==> src/hw/rtl/mscr_pkg.sv <==
// Package: shared widths, stage count and control types for the collision response block.
`default_nettype none

package mscr_pkg;

   localparam int VEL_W   = 32;   // Q16.16 velocity
   localparam int NRM_W   = 16;   // Q2.14 normal
   localparam int SHARE_W = 18;   // Q2.16 carry share
   localparam int SCL_W   = 17;   // clamped share, 0..65536
   localparam int REST_W  = 16;   // Q2.14 restitution
   localparam int FAC_W   = 17;   // 1 + restitution, Q.14

   localparam int NUM_AXES   = 3;
   localparam int NUM_STAGES = 8;
   localparam int DLY_STAGES = 6; // stages that carry velocity and normal to the back lane

   localparam logic [SCL_W-1:0] SHARE_ONE = 17'd65536;
   localparam logic [FAC_W-1:0] FAC_ONE   = 17'd16384;

   typedef logic signed [VEL_W-1:0] vel_type;
   typedef logic signed [NRM_W-1:0] nrm_type;
   typedef logic signed [49:0]      dot_term_type;  // rel * normal, Q.30
   typedef logic signed [41:0]      gain_type;      // scaled normal speed, Q26.16

   typedef struct packed {
      logic [NUM_STAGES-1:0] en;   // load enable of each pipeline stage
   } mscr_ctrl_type;

endpackage

`default_nettype wire

==> src/hw/rtl/mscr_merge.sv <==
// Merge stage: sums the lane dot terms, detects approach and scales the normal speed.
`default_nettype none

module mscr_merge
   import mscr_pkg::*;
(
   input  wire logic              clock,
   input  wire mscr_ctrl_type     ctrl,
   input  wire logic [REST_W-1:0] restitution,
   input  wire dot_term_type      dot_term [NUM_AXES],
   output      gain_type          gain,
   output      logic              appr
);

   logic signed [37:0] vn_ff, vn_in;
   logic signed [55:0] tp_ff, tp_in;
   gain_type           gain_ff, gain_in;
   logic [2:0]         appr_ff;
   logic               appr_in;

   logic [51:0]      dot;
   logic [51:0]      vn_rnd;
   logic [FAC_W-1:0] fac;
   logic [56:0]      gain_rnd;

   always_comb begin
      dot = {{2{dot_term[0][49]}}, dot_term[0]}
          + {{2{dot_term[1][49]}}, dot_term[1]}
          + {{2{dot_term[2][49]}}, dot_term[2]};
      appr_in  = dot[51];
      vn_rnd   = dot + 52'd8192;
      vn_in    = $signed(vn_rnd[51:14]);
      fac      = {1'b0, restitution} + FAC_ONE;
      tp_in    = vn_ff * $signed({1'b0, fac});
      gain_rnd = {tp_ff[55], tp_ff} + 57'd8192;
      gain_in  = $signed(gain_rnd[55:14]);
   end

   always_ff @(posedge clock) begin
      if (ctrl.en[3]) begin
         vn_ff      <= vn_in;
         appr_ff[0] <= appr_in;
      end
      if (ctrl.en[4]) begin
         tp_ff      <= tp_in;
         appr_ff[1] <= appr_ff[0];
      end
      if (ctrl.en[5]) begin
         gain_ff    <= gain_in;
         appr_ff[2] <= appr_ff[1];
      end
   end

   assign gain = gain_ff;
   assign appr = appr_ff[2];

endmodule

`default_nettype wire

==> config.mk <==
export PLATFORM = sky130hd
export DESIGN_NAME = mscr_merge
export DESIGN_NICKNAME = d
export VERILOG_FILES = /design/src/hw/rtl/mscr_pkg.sv /design/src/hw/rtl/mscr_merge.sv
export SDC_FILE = /design/constraint.sdc
export NUM_CORES = 2
export LEC_CHECK = 0
export ABC_CLOCK_PERIOD_IN_PS = 9100
export BUFFER_PORTS_ARGS = -buffer_cell sky130_fd_sc_hd__buf_2
export CORE_ASPECT_RATIO = 1.5
export CORE_UTILIZATION = 36
export CTS_CLUSTER_SIZE = 16
export DETAILED_ROUTE_END_ITERATION = 6
export PLACE_DENSITY = 0.56
export SLEW_MARGIN = 10
export SYNTH_ARGS = -nofsm -noshare
export SYNTH_HDL_FRONTEND = slang
export SYNTH_SLANG_ARGS = --single-unit
==> constraint.sdc <==
create_clock -name clock -period 9.1 [get_ports clock]
set_input_delay 0.91 -clock clock [delete_from_list [all_inputs] [get_ports clock]]
set_output_delay 0.91 -clock clock [all_outputs]
set_load 0.005 [all_outputs]
* Word-level counts from Yosys, hierarchy flattened
Cells that the tools add are included.
Word-level totals: bits of input ports 175, output and inout bits 43, word-level logic and storage cells 12, flip-flop bits (word level) 139
Cells by class: add/sub/neg operators 5, multiply operators 1
Operators by type and width (count):
- 56-bit by 15-bit adder with 56-bit output (second input constant) | 1
- 38-bit by 18-bit multiplier with 56-bit output | 1
- 51-bit by 50-bit adder with 52-bit output | 1
- 52-bit by 14-bit adder with 52-bit output (second input constant) | 1
- 50-bit by 50-bit adder with 51-bit output | 1
- 16-bit by 15-bit adder with 17-bit output (second input constant) | 1

* Logic depth before layout (Yosys ltp)
depth after elaboration 3, gate-level depth with buffers 26, depth with buffers taken out 25

* Worst setup path before layout
OpenSTA, ideal clock, no wires.
kind input-to-reg, start input restitution[9], end register tp_ff[41], data pin, setup slack 1546 ps, required time 8839 ps, data arrival time 7293 ps, library setup time 261 ps, stages on the path 24, buffers on the path 2, cell sequence clkbuf_1 clkbuf_1 nand2_1 fa_1 inv_1 fa_1 inv_1 fa_1 inv_1 fa_1 fa_1 fa_1 ha_1 and3_1 nand4_1 nor2_1 nand4_1 a31oi_1 nor2_1 o311ai_1 o311ai_0 a211oi_1 nor4_1 a311o_1
On the way: longest elaborated chain between the ends 2
Ends and longest elaborated chain:
- start: declaration | RTL line mscr_merge.sv:9 | input wire logic [REST_W-1:0] restitution,
- 16-bit by 15-bit adder with 17-bit output | RTL line mscr_merge.sv:33 | fac = {1'b0, restitution} + FAC_ONE;
- 38-bit by 18-bit multiplier with 56-bit output | RTL line mscr_merge.sv:34 | tp_in = vn_ff * $signed({1'b0, fac});
- via tp_in[41] | RTL line mscr_merge.sv:16 | logic signed [55:0] tp_ff, tp_in;
- end signal: assignment | RTL line mscr_merge.sv:45 | tp_ff <= tp_in;
- end: declaration | RTL line mscr_merge.sv:16
The timed path passes the listed nets, and every way through them passes these cells. A chain may end at the register's enable or synchronous reset.

* Final worst setup path
start input restitution[4], end register tp_ff[41], data pin
The elaborated chain is that of the path after synthesis.

==> metrics.yaml <==
synth:
  ys_types: 85
  ys_dominant_reg_cell: "edfxtp_1"
  synthesis.area_sq_um: 30900
  ys_seq_area_share_pct: 12.3
  ys_warn_count: 0
  synth_async_sr_flop_share_pct: 0
  synth_cells: 3284
  syn-num-nets: 4297
  synth-edff-count: 126
  ys_ff_latch: 126
  avgSynthCellArea_sq_um: 9.40
critical_path:
  cp_top_family: "adder cells"
  crit_type: "primary input to flip-flop"
  critPathLaunchType: "primary input"
  cp_common_cell: "fa_1"
  cp_data_arrival_time_ns: 8.18
  crit_slowest_cell: "buf_2"
  cp.required_ns: 9.29
  cp.buffers_inverters: 8
  endpoint_kind: "flip-flop"
  crit_fanout: 27
  slowest_delay_ns: 0.59
placed_design:
  dp_slack_ns: 0.713
  dpl.hpwl_um: 67100
  port_buffers: 212
  place.gp.congestion: 0.849
  placed_cell_area_sq_um: 33100
layout:
  final_common_cell: "fa_1"
  post-route-util_pct: 39.6
  fill_cells: 8787
  seq_area_sq_um: 3780
  area_growth_pct: 8.97
  final_cell_mix: "658 x fa_1, 657 x inv_1, 504 x nand2_1"
  stdcell_area_sq_um: 33600
  drive_above_1_share_pct: 9.26
  multi_input_area_sq_um: 24100
  layout.nets: 4424
global_route:
  grt_start_max_net_pins: 45
  antenna_found_initial: 7
  first_global_vias: 25200
  overflow: 0
  grt_pass1_wl_um: 133000
  track_usage_pct: 19.7
route:
  routed_wl_um: 81200
  drt-pass1-iter-count: 5
  num_vias: 22700
  drc: 0
  viasPerCell: 4.99
  drtIter0Drc: 941
  wl_per_cell_um: 17.8
  ant_nets: 0
sta:
  final.setup.worst_slack_ns: 1.11
  hold_viol: 0
  worst_slew_pin_slew_ns: 1.06
  skew_ns: 0.0155
  timing.fmax_mhz: 125
  relSlewSlack_pct: 27.4
  rsz0062_at_grt: "no"
  finalMaxSlewViolations: 0
  setup-tns-final_ns: 0
  setup_viol: 0
  fin_crit_sh_pct: 87.8
  period_needed_ns: 7.99
hold_path:
  min_path_type: "flip-flop to flip-flop"
clocking:
  cts_buffer_depth: 2
  cts_sinks: 126
  htree_levels: 4
  post_cts_resized: 0
  post_cts_buffers: 0
  clk_latency_ns: 0.46
  cts_root_buf: "clkbuf_16"
  cts_buffers: 17
  path_clk_slew_ns: 0.07
  cts_hold_buf: 0
  tritoncts: "done"
flow_run:
  drv_cap: 0
floorplanning:
  die_height_um: 361
  dieArea_sq_um: 86900
  initial_utilization_pct: 36.4
  std_cell_rows: 131
  io_pins: 218
  die_x_um: 241
  core_area_sq_um: 84900
outcome:
  status: "finished clean"
## metal layers
layer | track usage [%] | vias to the layer above | routed length (um)
li1 | - | 10400 | -
met1 | 22.5 | 11600 | 31400
met2 | 37.3 | 555 | 43900
met3 | 2.23 | 152 | 3060
met4 | 6.94 | 12 | 2740
met5 | 0 | - | 83
## final timing paths
check,start,endpoint,slack (ns),cells after the start
setup / recovery,restitution[4],tp_ff[41],1.11,26
setup reg to reg,vn_ff[14],tp_ff[41],1.38,23
hold / removal,appr_ff[1],appr_ff[2],0.43,0
hold reg to reg,appr_ff[1],appr_ff[2],0.43,0
## worst reg2reg max path, stage by stage, from the launching register on
cell	delay (ns)
edfxtp_1	0.99
nand2_1	0.19
fa_1	0.56
fa_1	0.51
fa_1	0.51
inv_1	0.05
fa_1	0.56
fa_1	0.43
fa_1	0.44
ha_1	0.37
and3_1	0.19
nand4_1	0.12
nor2_1	0.13
nand4_1	0.15
a31oi_1	0.19
buf_4	0.16
nor2_1	0.05
o311ai_1	0.58
buf_4	0.22
o311ai_0	0.13
buf_4	0.19
a211oi_1	0.30
nor4_1	0.08
a311o_1	0.34
## Yosys cell counts, types with 34 or more instances
master / instances / area, sq um
a21o_1: 34 / 255
a21oi_1: 89 / 445
and2_1: 229 / 1430
clkbuf_1: 126 / 473
edfxtp_1: 126 / 3780
fa_1: 658 / 13200
ha_1: 180 / 2250
inv_1: 657 / 2470
nand2_1: 504 / 1890
nand2b_1: 45 / 282
nand3_1: 52 / 260
nand4_1: 38 / 238
nor2_1: 81 / 304
nor3_1: 34 / 170
o21ai_0: 44 / 220
xnor2_1: 97 / 850
xor2_1: 47 / 412
## state kept, by name, summed over array words and instances, names as in the netlist
signal   cells
tp_ff       43
gain        42
vn_ff       38
appr_ff      3
## per-stage QoR
stage          std cells  hold slack [ns]
2_1_floorplan       3284            0.400
3_3_place_gp        4522            0.402
3_5_place_dp        4522            0.418
4_1_cts             4553            0.433
5_1_grt             4553            0.445
6_report            4554            0.431
## kinds of logic after synthesis
| group | after synthesis | share of synthesized area [%] |
|---|---|---|
| xor+xnor | 145 | 4.14 |
| flops | 126 | 12.3 |
| compound gates | 294 | 6.57 |
| fa+ha+maj | 838 | 50.0 |
| simple gates | 1084 | 17.3 |
| buf+inv | 795 | 9.72 |
| mux | 2 | 0.0689 |
## final cells by class
type | count | share of cell area (%)
multi-input cells | 2363 | 71.6
flip-flops and latches | 126 | 11.2
inverters | 657 | 7.33
well taps | 1130 | 4.20
repair buffers | 246 | 3.91
clock buffers | 17 | 1.26
clock inverters | 14 | 0.428
diodes | 1 | 0.00744
Power is left out: the tool's default activity adds up to more than one toggle a clock period on the data nets, which glitch-free logic cannot reach.
