## src/hw/rtl/mscr_pkg.sv

```systemverilog
// Package: shared widths, stage count and control types for the collision response block.
`default_nettype none

package mscr_pkg;

   localparam int VEL_W   = 32;   // Q16.16 velocity
   localparam int NRM_W   = 16;   // Q2.14 normal
   localparam int SHARE_W = 18;   // Q2.16 carry share
   localparam int SCL_W   = 17;   // clamped share, 0..65536
   localparam int REST_W  = 16;   // Q2.14 restitution
   localparam int FAC_W   = 17;   // 1 + restitution, Q.14

   localparam int NUM_AXES   = 3;
   localparam int NUM_STAGES = 8;
   localparam int DLY_STAGES = 6; // stages that carry velocity and normal to the back lane

   localparam logic [SCL_W-1:0] SHARE_ONE = 17'd65536;
   localparam logic [FAC_W-1:0] FAC_ONE   = 17'd16384;

   typedef logic signed [VEL_W-1:0] vel_type;
   typedef logic signed [NRM_W-1:0] nrm_type;
   typedef logic signed [49:0]      dot_term_type;  // rel * normal, Q.30
   typedef logic signed [41:0]      gain_type;      // scaled normal speed, Q26.16

   typedef struct packed {
      logic [NUM_STAGES-1:0] en;   // load enable of each pipeline stage
   } mscr_ctrl_type;

endpackage

`default_nettype wire

```

## src/hw/rtl/mscr_lane_front.sv

```systemverilog
// Front lane: carried surface velocity, relative velocity and its dot product term for one axis.
`default_nettype none

module mscr_lane_front
   import mscr_pkg::*;
(
   input  wire logic              clock,
   input  wire mscr_ctrl_type     ctrl,
   input  wire vel_type           vel,
   input  wire nrm_type           nrm,
   input  wire vel_type           svel,
   input  wire logic [SCL_W-1:0]  share,
   output      dot_term_type      dot_term,
   output      vel_type           vel_dly,
   output      nrm_type           nrm_dly
);

   logic signed [49:0] prod_ff, prod_in;
   logic signed [33:0] rel_ff, rel_in;
   dot_term_type       term_ff, term_in;
   vel_type            v_ff [DLY_STAGES];
   nrm_type            n_ff [DLY_STAGES];

   logic [50:0] carry_rnd;
   logic [32:0] carried;

   always_comb begin
      prod_in   = svel * $signed({1'b0, share});
      carry_rnd = {prod_ff[49], prod_ff} + 51'd32768;
      carried   = carry_rnd[48:16];
      rel_in    = $signed({{2{v_ff[0][VEL_W-1]}}, v_ff[0]} - {carried[32], carried});
      term_in   = rel_ff * n_ff[1];
   end

   always_ff @(posedge clock) begin
      if (ctrl.en[0]) begin
         prod_ff <= prod_in;
         v_ff[0] <= vel;
         n_ff[0] <= nrm;
      end
      if (ctrl.en[1]) rel_ff  <= rel_in;
      if (ctrl.en[2]) term_ff <= term_in;
   end

   // hold velocity and normal alongside the arithmetic until the back lane needs them
   for (genvar k = 1; k < DLY_STAGES; k++) begin : g_dly
      always_ff @(posedge clock) begin
         if (ctrl.en[k]) begin
            v_ff[k] <= v_ff[k-1];
            n_ff[k] <= n_ff[k-1];
         end
      end
   end

   assign dot_term = term_ff;
   assign vel_dly  = v_ff[DLY_STAGES-1];
   assign nrm_dly  = n_ff[DLY_STAGES-1];

endmodule

`default_nettype wire

```

## config.mk

```make
export PLATFORM = sky130hd
export DESIGN_NAME = mscr_lane_front
export DESIGN_NICKNAME = d
export VERILOG_FILES = /design/src/hw/rtl/mscr_pkg.sv /design/src/hw/rtl/mscr_lane_front.sv
export SDC_FILE = /design/constraint.sdc
export NUM_CORES = 2
export LEC_CHECK = 0
export BUFFER_PORTS_ARGS = -buffer_cell sky130_fd_sc_hd__buf_2
export CAP_MARGIN = 20
export CORE_MARGIN = 2
export CORE_UTILIZATION = 65
export DETAILED_ROUTE_END_ITERATION = 10
export PLACE_DENSITY = 0.83
export SLEW_MARGIN = 20
export SYNTH_ARGS = -nofsm -noshare
export SYNTH_HDL_FRONTEND = slang
export SYNTH_SLANG_ARGS = --single-unit
```

## constraint.sdc

```tcl
create_clock -name clock -period 8.39 [get_ports clock]
set_input_delay 0.4195 -clock clock [delete_from_list [all_inputs] [get_ports clock]]
set_output_delay 0.4195 -clock clock [all_outputs]
set_load 0.005 [all_outputs]
```

-- Word level (Yosys, flattened, before mapping)
Memories as Yosys holds them, arrays and structs flattened.
Cells that the tools add are included.
Widths: inputs -> output; s select.
- $add $sub $neg: 2
- multiply operators: 2
- multiplexer cells: 12
- operators by type and width (cell ; count):
    $mul 34x16->50 ; 1
    $add 49x17->49 const B ; 1
    $mul 32x18->49 ; 1
    $sub 32x33->34 ; 1
    $mux 1 ; 12
- bits in registers: 133
- RAM bits: 288
- logic and storage cells: 21
- memories kept: 2
- memories (memory ; words ; bits a word ; read ports ; clocked after memory_dff ; wr ports ; line ; text):
    v_ff ; 6 ; 32 ; 6 ; 0 ; 6 ; mscr_lane_front.sv:21 ; vel_type v_ff [DLY_STAGES];
    n_ff ; 6 ; 16 ; 6 ; 0 ; 6 ; mscr_lane_front.sv:22 ; nrm_type n_ff [DLY_STAGES];

-- Depth between registers and ports, before layout
- depth after elaboration: 2
- depth in mapped cells: 27
- gate-level depth less buffers: 26

-- Worst setup path after synthesis
No wires, ideal clock.
- kind: reg-to-reg
- start: register rel_ff[21]
- end: register term_ff[43] (netlist: dot_term[43]), data pin
- library setup time: 0.266 ns
- arrival: 6.288 ns
- data required time: 8.124 ns
- slack: 1.836 ns
- cell stages (with the launch flop): 25
- path buffers: 1
- clock period less this slack: 6.554 ns
- cell sequence: edfxtp_1 -> clkbuf_1 -> and2_1 -> fa_1 -> inv_1 -> fa_1 -> inv_1 -> fa_1 -> inv_1 -> fa_1 -> fa_1 -> fa_1 -> inv_1 -> ha_1 -> a21o_1 -> a21o_1 -> a21o_2 -> and3_2 -> or4_1 -> a21oi_2 -> o21ai_2 -> nand3_1 -> a21o_1 -> o31ai_2 -> xor2_1
- word-level cells in the longest chain between the ends: 1
- ends and longest elaborated chain (what ; line ; text):
    start, declared ; mscr_lane_front.sv:19 ; logic signed [33:0] rel_ff, rel_in;
    start signal, assigned ; mscr_lane_front.sv:41 ; if (ctrl.en[1]) rel_ff <= rel_in;
    $mul 34x16->50 ; mscr_lane_front.sv:32 ; term_in = rel_ff * n_ff[1];
    net term_in[43] ; mscr_lane_front.sv:20 ; dot_term_type term_ff, term_in;
    end signal, assigned ; mscr_lane_front.sv:42 ; if (ctrl.en[2]) term_ff <= term_in;
    end, declared ; mscr_lane_front.sv:20 ;
The timed path passes the listed nets, and every way through them passes these cells.
A chain may end at the register's enable or synchronous reset.

==> impl_results.md <==
- Buffer depth of the longest clock path: 3
- Reg2Reg Launch Point: n_ff[1][3]
- Port Buffers: 201
- Layout Area Growth over Synthesis: 6.28%
- Clock root buffer: clkbuf_16
- EDFF count, synth: 406
- Total clock sinks: 406
- Core Area: 0.0777 sq mm
- Worst slew pin tran: between 1000 and 1500 ps
- CP endpoint kind: flip-flop
- DR DRC count: 0
- Final net count: about 6400
- Synth Instances: between 4000 and 5000
- CP startpoint kind: flip-flop
- Site Rows: 102
- Die H: 285 um
- Clock Skew: 32.0 ps
- Routed WL per cell: just under 20 um
- Routability cong.: 0.918
- Synth Register Bits: approximately 410
- Fin crit share: 0.914
- Later-pin clock latency in the skew report: 580 ps
- Synth Warn #: 0
- First-pass iteration count of the detailed router: 8
- CP Max Fanout: 21
- Post-synth ARST share: 0
- CTS tree: built
- Vias/cell: 5.62
- Post-Route WL: 118 mm
- DRT iter0 DRCs: around 2500
- Setup CP Type: flip-flop to flip-flop
- Syn Nets: 6291
- DP Cell Count: 5994
- Critical Path AT: 7990 ps
- Worst Hold Class: input port to flip-flop
- GRT overflow: 0
- Non-filler cells, final: 6070
- HP Start: vel[17]
- Hold Violations, Final: 0
- Worst r2r path cells: 20
- ANT cells: 0
- Cts bufs inserted: 41
- # IOs: 204
- Worst Hold End: v_ff[0][17]
- Mapped Area: 0.0512 sq mm
- Register area share after synthesis: 0.238
- DPL Wire Length: 91.5 mm
- Tot GR Track Use: 0.308
- Fill cells: about 5500
- Vias in the first global route: about 38000
- Fin. max-slew vios: 0
- Max-slew headroom: 0.303
- Worst reg2reg setup slack: 720 ps
- First-pass GRT wire length: 195 mm
- Endpoints failing setup: 0
- Max Fclk: ~130 MHz
- RR Endpoint: dot_term[49]
- Initial Util: 0.658
- Vias: ~34000
- Main flop type after synthesis: edfxtp_1
- Initial antenna violation count: 2
- Min cycle time layout: 7670 ps
- Htree depth: 2
- Final ANT Viol Nets: 0
- Die W: between 200 and 300 um
- Layout cells sized above 1: 0.0676
- Status: finished clean
- Hold Path Depth: 1
- Worst EP required: 8700 ps
- RSZ-0062 raised after global routing: no
- TNS Setup: 0 ps
- Die Area: between 0.08 and 0.09 sq mm
- Largest net degree at the start of global routing: 66
- Clk slew on worst S/H paths: about 60 ps
- Netlist cell types: 78
- Syn avg cell area: roughly 10 sq um
- Max Cap Viol: 0
==> cell type report <==
type | instances | area, sq um | area share
Multi-Input combinational cell | 3093 | 33700 | 0.620
Sequential cell | 406 | 12200 | 0.224
Inverter | 1212 | 4550 | 0.0837
Timing Repair Buffer | 248 | 1400 | 0.0257
Tap cell | 1040 | 1300 | 0.0239
Clock buffer | 47 | 1070 | 0.0197
Clock inverter | 24 | 153 | 0.00281
==> repair_timing <==
item                       CTS  global route
setup buffers                0             4
hold buffers                 0             0
gates resized for setup      0             1
setup endpoints to repair    0             1
==> worst max path at each step <==
stage	from	slack [ps]	end	depth (start not counted)
floorplan	rel_ff[21]	1840	dot_term[43]	24
global placement	n_ff[1][1]	450	dot_term[49]	21
detailed placement	n_ff[1][1]	290	dot_term[49]	22
CTS	n_ff[1][1]	280	dot_term[49]	22
global route	n_ff[1][3]	340	dot_term[49]	24
finish	n_ff[1][3]	720	dot_term[49]	20
==> cell families (layout without fill, tap and decap cells) <==
kind of cell,count (synthesis),in the layout,share of synthesized area
DFF,406,406,0.238
buffers and inverters,1393,1531,0.103
adders and majority gates,1293,1293,0.467
and+or+nand+nor,1349,1349,0.125
xor gates and xnor gates,150,150,0.0257
AOI/OAI and AO/OA,301,301,0.0405
==> cells in the mapped netlist, types with 3 or more instances <==
cell type,instances,share of area
o31ai_1,4,0.00059
a211oi_1,16,0.0023
o21a_1,14,0.0021
and2_1,405,0.050
nand2b_1,16,0.0020
inv_1,1210,0.089
fa_1,1029,0.40
or3_1,3,0.00037
ha_1,264,0.065
a31oi_1,14,0.0017
edfxtp_1,406,0.24
o21ai_1,4,0.00039
clkbuf_1,172,0.013
a21o_1,61,0.0090
nor2b_1,13,0.0016
nor3_1,19,0.0019
nand3_1,26,0.0025
o21ai_0,45,0.0044
and3_1,14,0.0017
o22ai_1,3,0.00037
nor4_1,4,0.00049
o211ai_1,6,0.00088
xnor2_1,92,0.016
nand2_1,721,0.053
nor2_1,87,0.0064
a21oi_1,84,0.0082
a21boi_0,3,0.00044
nor3b_1,3,0.00044
o2111ai_2,3,0.00088
xor2_1,58,0.0099
and4_1,6,0.0010
nand4_1,16,0.0020
or2_2,4,0.00049
o21bai_1,9,0.0013
==> routing by layer <==
layer / vias up / global-route usage / share of wire
met2: 1776 / 0.515 / 0.49
li1: 14799 / - / -
met4: 2 / 0.120 / 0.042
met3: 346 / 0.0740 / 0.11
met5: - / 0 / 0.00014
met1: 17184 / 0.390 / 0.36
==> placed cells by master (no fill, tap or decap), types with 8 or more instances in the layout <==
cell type     n
inv_1      1210
fa_1       1029
nand2_1     721
edfxtp_1    406
and2_1      405
ha_1        264
buf_2       198
xnor2_1      92
nor2_1       87
a21oi_1      84
a21o_1       61
xor2_1       58
o21ai_0      45
buf_4        45
clkbuf_16    42
nand3_1      26
nor3_1       19
a211oi_1     16
nand4_1      16
nand2b_1     16
and3_1       14
a31oi_1      14
o21a_1       14
nor2b_1      13
o21bai_1      9
clkinv_1      8
==> per-stage QoR <==
step / utilization / setup WS [ps] / area, sq um / hold slack, ps
6_report: 0.700 / 719 / 54400 / 17.2
5_1_grt: 0.700 / 339 / 54400 / 16.1
4_1_cts: 0.699 / 277 / 54300 / 3.25
3_5_place_dp: 0.683 / 287 / 53100 / 405
3_3_place_gp: 0.683 / 452 / 53100 / 400
2_1_floorplan: - / 1840 / 51200 / 400
==> flip-flops by register name (all words and copies together) (netlist names) <==
register  cells
rel_ff       34
v_ff        192
n_ff         96
prod_ff      34
dot_term     50
==> worst max-delay path, stage by stage, from the launching register on <==
cell and delay (ps):
edfxtp_1 980, and2_1 260, fa_1 470, inv_1 220, fa_1 470, fa_1 450
fa_1 540, inv_1 60, fa_1 550, fa_1 410, ha_1 370, a21o_1 210
a211oi_1 560, o211ai_1 240, nor4_2 550, o31ai_1 240, a21o_1 220, a21oi_1 230
o21bai_1 110, a21oi_1 170, xnor2_1 70
Power is left out: the tool's default activity adds up to more than one toggle a clock period on the data nets, which glitch-free logic cannot reach.
