$ cat src/hw/rtl/mscr_pkg.sv
// Package: shared widths, stage count and control types for the collision response block.
`default_nettype none

package mscr_pkg;

   localparam int VEL_W   = 32;   // Q16.16 velocity
   localparam int NRM_W   = 16;   // Q2.14 normal
   localparam int SHARE_W = 18;   // Q2.16 carry share
   localparam int SCL_W   = 17;   // clamped share, 0..65536
   localparam int REST_W  = 16;   // Q2.14 restitution
   localparam int FAC_W   = 17;   // 1 + restitution, Q.14

   localparam int NUM_AXES   = 3;
   localparam int NUM_STAGES = 8;
   localparam int DLY_STAGES = 6; // stages that carry velocity and normal to the back lane

   localparam logic [SCL_W-1:0] SHARE_ONE = 17'd65536;
   localparam logic [FAC_W-1:0] FAC_ONE   = 17'd16384;

   typedef logic signed [VEL_W-1:0] vel_type;
   typedef logic signed [NRM_W-1:0] nrm_type;
   typedef logic signed [49:0]      dot_term_type;  // rel * normal, Q.30
   typedef logic signed [41:0]      gain_type;      // scaled normal speed, Q26.16

   typedef struct packed {
      logic [NUM_STAGES-1:0] en;   // load enable of each pipeline stage
   } mscr_ctrl_type;

endpackage

`default_nettype wire

$ cat src/hw/rtl/mscr_lane_back.sv
// Back lane: normal correction, reflection select and saturation for one axis.
`default_nettype none

module mscr_lane_back
   import mscr_pkg::*;
(
   input  wire logic          clock,
   input  wire mscr_ctrl_type ctrl,
   input  wire vel_type       vel,
   input  wire nrm_type       nrm,
   input  wire gain_type      gain,
   input  wire logic          appr,
   output      vel_type       out_vel
);

   logic signed [57:0] cp_ff, cp_in;
   vel_type            v_ff;
   logic               appr_ff;
   vel_type            out_ff, out_in;

   logic [58:0] corr_rnd;
   logic [44:0] corr;
   logic [45:0] diff;
   vel_type     sat;

   always_comb begin
      cp_in    = nrm * gain;
      corr_rnd = {cp_ff[57], cp_ff} + 59'd8192;
      corr     = corr_rnd[58:14];
      diff     = {{14{v_ff[VEL_W-1]}}, v_ff} - {corr[44], corr};
      // clip to the 32-bit range when the upper bits disagree with the sign
      if (diff[45:31] == {15{diff[45]}}) begin
         sat = $signed(diff[31:0]);
      end else if (diff[45]) begin
         sat = $signed({1'b1, {(VEL_W-1){1'b0}}});
      end else begin
         sat = $signed({1'b0, {(VEL_W-1){1'b1}}});
      end
      out_in = appr_ff ? sat : v_ff;
   end

   always_ff @(posedge clock) begin
      if (ctrl.en[6]) begin
         cp_ff   <= cp_in;
         v_ff    <= vel;
         appr_ff <= appr;
      end
      if (ctrl.en[7]) out_ff <= out_in;
   end

   assign out_vel = out_ff;

endmodule

`default_nettype wire

$ cat config.mk
export PLATFORM = sky130hd
export DESIGN_NAME = mscr_lane_back
export DESIGN_NICKNAME = d
export VERILOG_FILES = /design/src/hw/rtl/mscr_pkg.sv /design/src/hw/rtl/mscr_lane_back.sv
export SDC_FILE = /design/constraint.sdc
export NUM_CORES = 2
export LEC_CHECK = 0
export BUFFER_PORTS_ARGS = -buffer_cell sky130_fd_sc_hd__buf_2
export CAP_MARGIN = 0
export CORE_ASPECT_RATIO = 1.75
export CORE_UTILIZATION = 40
export CTS_BUF_LIST = sky130_fd_sc_hd__clkbuf_16
export CTS_CLUSTER_SIZE = 24
export DETAILED_ROUTE_END_ITERATION = 6
export PLACE_DENSITY_LB_ADDON = 0.05
export SKIP_CTS_REPAIR_TIMING = 1
export SLEW_MARGIN = 15
export SYNTH_ARGS = -nofsm -noshare
export SYNTH_HDL_FRONTEND = slang
export SYNTH_SLANG_ARGS = --single-unit
export TNS_END_PERCENT = 50
$ cat constraint.sdc
create_clock -name clock -period 7.1 [get_ports clock]
set_input_delay 1.065 -clock clock [delete_from_list [all_inputs] [get_ports clock]]
set_output_delay 1.065 -clock clock [all_outputs]
set_load 0.02 [all_outputs]
After elaboration in Yosys (flattened, before gate mapping)

Cells that the tools add are included.
Widths: inputs -> output; s select.

Bits in registers: 123
Output and inout port bits: 32
Logic and storage cells: 11
Bits of input ports: 100

Muxes and demuxes: 3
Add/subtract/negate cells: 2
Equality and inequality tests: 1
Multiply operators: 1

Operator list:

| operator               | count |
|---|---|
| $mux 32                | 3 |
| $add 58x15->59 const B | 1 |
| $mul 16x42->58         | 1 |
| $sub 32x45->46         | 1 |
| $eq 14x14->1           | 1 |

Logic depth before layout (Yosys ltp)

Depth after elaboration: 5
Mapped depth: 27
Depth with buffers taken out: 26

Worst setup path after synthesis

Ideal clock, no wire load.

Kind: input to register
Start point: in nrm[7]
End point: reg cp_ff[56] (data pin)
Buffers on the path: 2
Library setup time: 266 ps
Stages on the path: 26
Path slack: -329 ps
Required time: 6,834 ps
Arrival time: 7,163 ps
Cell sequence: clkbuf_1 -> clkbuf_1 -> nand2_1 -> fa_1 -> inv_1 -> fa_1 -> inv_1 -> fa_1 -> inv_1 -> fa_1 -> fa_1 -> inv_1 -> fa_1 -> inv_1 -> ha_1 -> a21oi_1 -> a21o_1 -> a21o_1 -> o211ai_1 -> a211oi_1 -> o21ai_1 -> a21oi_1 -> o31ai_1 -> a211oi_1 -> nor3_1 -> xor2_1

Longest elaborated chain between the ends: 1

Ends and longest elaborated chain:

| what                   | line                 | text |
|---|---|---|
| start: declaration     | mscr_lane_back.sv:10 | `input wire nrm_type nrm,` |
| $mul 16x42->58         | mscr_lane_back.sv:27 | `cp_in = nrm * gain;` |
| net cp_in[56]          | mscr_lane_back.sv:16 | `logic signed [57:0] cp_ff, cp_in;` |
| end signal: assignment | mscr_lane_back.sv:44 | `cp_ff <= cp_in;` |
| end: declaration       | mscr_lane_back.sv:16 |  |

The timed path passes the listed nets, and every way through them passes these cells.
A chain may end at the register's enable or synchronous reset.

Worst setup path after layout

Start point: in nrm[4]
End point: reg cp_ff[54] (data pin)

Same word-level chain as after synthesis.

==> results by stage <==
Logic synthesis:
- The unique cell type count in the Yosys netlist is 84.
- In the synthesized netlist the async set-or-reset flop fraction comes to 0%.
- The synthesized design contains 110 enable-type register cells.
- The synthesized netlist devotes 49.44% of its cell area to adder and majority cells.
- After synthesis, the share of cell area in mux cells is 0.03356%.
- The mean area per synthesized cell is 9.104 um2.
- The post-synthesis xor/xnor area fraction is 3.906%.
- The post-synthesis cell area is 29,830 um2.
- The synthesized design contains 110 register bits.
- In the synthesized netlist the dominant register cell turns out to be edfxtp_1.
- The net count of the mapped netlist is 4,179.
- The complex-gate fraction of the synthesized area is 7.757%.
- The synthesized netlist devotes 15.41% of its cell area to simple gates.
- By area, the combinational part of the netlist is dominated by adder cells.
- After technology mapping, the gate count stands at 3,276.
- Of the synthesized area, sequential elements account for 11.07%.
- The total of warnings raised by yosys is 0.

CTS:
- After clock tree synthesis, the clock-pin slew on the worst setup and hold paths is 0.09 ns.
- The root buffer cell is clkbuf_16.
- The clock passes through at most 2 buffers.
- The clock reaches the later pin of the worst-skew pair after 0.39 ns.
- The count of clock tree sinks is 110.
- Clock tree synthesis inserted a total of 9 buffers.
- The H-tree depth is 3.
- The clock tree from TritonCTS is built.

Min path:
- In this run the most critical hold path is launched from v_ff[24].
- The hold path depth is 2.
- The sink of the worst hold path is out_vel[24].
- The min-delay analysis places its worst path in the category register to register.

Final layout:
- Counting the fill cells in the layout gives 7,276.
- The synthesis-to-finish area growth is 16.75%.
- The number of nets at the end of the flow is 4,525.
- Cells fill 47.17% of the core in the end.
- The proportion of layout cells with a drive suffix above 1 is 17.15%.
- Summing all multi-input logic gate instances after layout gives 23,280 um2.
- The area taken by flip-flops and latches is 3303 um2.
- The most frequent standard cell in the layout excluding fill and tap cells is inv_1.
- The top cell types in the final layout, fill and taps aside, are inv_1, fa_1, nand2_1.

Setup path:
- Along the worst path, the maximum fanout reaches 15.
- The critical path's largest stage delay is 0.54 ns.
- The critical path class is input pin to register.
- The worst setup path is launched from an input pin.
- The arrival time reported for the critical path endpoint is 7.19 ns.
- The worst register-to-register path begins at cp_ff[15].
- In this run the critical register-to-register path is captured at out_vel[18].
- The worst setup slack for register-to-register paths is 0.87 ns.
- The most common cell type on the critical path is fa_1.
- The type of element capturing the critical path is a register.
- The worst reg2reg path depth is 23.
- The standard cell with the maximum stage delay on the critical path is fa_1.
- The endpoint required time on the critical path is 7.25 ns.

STA:
- The number of failing hold endpoints at the final stage is 0.
- Setup violations remaining at the end of the flow were counted as 0.
- For the final database, setup skew stands at 0.01185 ns.
- Based on the critical path, the design can be clocked at up to 142.2 MHz.
- After layout, the worst setup slack is 0.06577 ns.
- For the pin with the worst max-slew slack, the measured transition is 0.8960 ns.
- The shortest clock period the worst path allows after layout is 7.034 ns.
- Setup repair after global routing could not meet its margin everywhere.
- The worst pin sits at a relative slew slack of 40.27%.
- The number of slew-limit violations in the final report is 0.
- The portion of the clock cycle consumed by the worst path in the final layout is 99.07%.
- Setup total negative slack on the finished layout was measured at 0 ns.

Detailed routing:
- The via count is 22,990.
- The via density per instance is 5.034.
- The detailed router finished its first iteration with 1,029 violations.
- The per-cell routed wire length is 19.86 um.
- In the routed design, unresolved DRC markers number 0.
- The final routed wirelength across all metal layers is 90,700 um.
- The count of nets left with antenna violations after detail routing is 0.
- The first-pass iteration count of the detailed router is 5.

Floorplanning:
- The area of the core is 73,830 um2.
- The width of the die is 208.4 um.
- The total I/O pin count is 132.
- The floorplan step set the die height to 363.2 um.
- The initialized floorplan defines 132 standard-cell rows.
- The area of the die is 75,700 um2.
- The initial utilization of the core area, before any placement, comes to 40.40%.

Placement:
- After legalization and detailed placement, the total HPWL measured 79,710 um.
- The global placement routability congestion is 0.8790.
- The worst setup slack before clock tree synthesis is -1.051 ns.
- During placement, the flow inserted port buffers numbering 125.

GRT:
- The overflow left after global routing is 0.
- The via count of the first global-routing pass is 25,750.
- The first global-routing pass estimated 141,800 um of wire.
- The aggregate global-route resource usage is 24.67%.
- Entering global routing, the biggest net connects 51 pins.
- The number of antenna violations at the first check in global routing is 3.

Job:
- Max-cap violations in this run came to 0.

Status:
- The run finished with clean final reports.
-- metal layers --
| metal | GRT usage [%] | share of wire (%) | vias up |
|---|---|---|---|
| li1 | - | - | 10570 |
| met1 | 25.63 | 35 | 11770 |
| met2 | 50.23 | 57 | 507 |
| met3 | 1.373 | 2.5 | 147 |
| met4 | 10.38 | 4.7 | 0 |
| met5 | 0 | 0 | - |
-- per-stage QoR --
| step | instance area (um2) | instances | hold slack, ns |
|---|---|---|---|
| 5_1_grt | 34820 | 4565 | 0.7119 |
| 2_1_floorplan | 29880 | 3276 | 0.5478 |
| 4_1_cts | 33980 | 4549 | 0.6749 |
| 3_3_place_gp | 33660 | 4533 | 0.6564 |
| 6_report | 34820 | 4567 | 0.6725 |
| 3_5_place_dp | 33660 | 4533 | 0.6457 |
-- worst max-delay path, delay by kind of cell --
| kind | cells | cell delay (ns) |
|---|---|---|
| AOI/OAI and AO/OA | 9 | 1.60 |
| xor gates and xnor gates | 1 | 0.13 |
| adders and majority gates | 7 | 3.22 |
| buffers and inverters | 11 | 1.06 |
| and+or+nand+nor | 1 | 0.08 |
-- kinds of logic (layout without fill, tap and decap cells) --
logic type | Yosys count | count (layout)
AND/OR/NAND/NOR | 974 | 974
multiplexers | 1 | 1
buffers and inverters | 944 | 1295
XOR/XNOR | 133 | 133
flip-flops | 110 | 110
adder cells (fa/ha/maj) | 803 | 803
AO/OA/AOI/OAI | 311 | 311
other | 0 | 2
-- cell usage after synthesis, types with 14 or more instances --
cell      instances  area share, %
inv_1           808             10
fa_1            626             42
nand2_1         506            6.4
and2_1          216            4.5
ha_1            177            7.4
clkbuf_1        113            1.4
edfxtp_1        110             11
nor2_1           96            1.2
a21oi_1          82            1.4
xnor2_1          75            2.2
xor2_1           58            1.7
a21o_1           44            1.1
nand3_1          39           0.65
o21ai_0          37           0.62
nand4_1          30           0.63
o221ai_2         30            1.5
and3_1           24           0.50
nand2b_1         14           0.29
-- layout make-up --
type,count,area share [%]
multi-input cells,2222,66.85
repair buffers,469,10.62
flip-flops and latches,110,9.486
inverters,810,8.742
well taps,938,3.370
clock buffers,9,0.6468
clock inverters,7,0.2695
diodes,2,0.01437
-- worst max-delay path by stage --
stage / start / endpoint / slack, ns / cells past startpoint
after floorplan: nrm[8] / cp_ff[55] / 0.0005 / 24
after global placement: nrm[2] / cp_ff[57] / -1.03 / 28
after detailed placement: nrm[1] / cp_ff[57] / -1.05 / 27
after CTS: nrm[1] / cp_ff[57] / -0.59 / 27
after global routing: nrm[15] / cp_ff[55] / -0.14 / 27
final: nrm[4] / cp_ff[54] / 0.07 / 29
-- flip-flops by register name, indices dropped and copies added (netlist names) --
register,cells
cp_ff,45
out_vel,32
v_ff,32
appr_ff,1
Power is not shown: default switching activity piles up to over one toggle a cycle in this logic, so the estimate is an artifact.
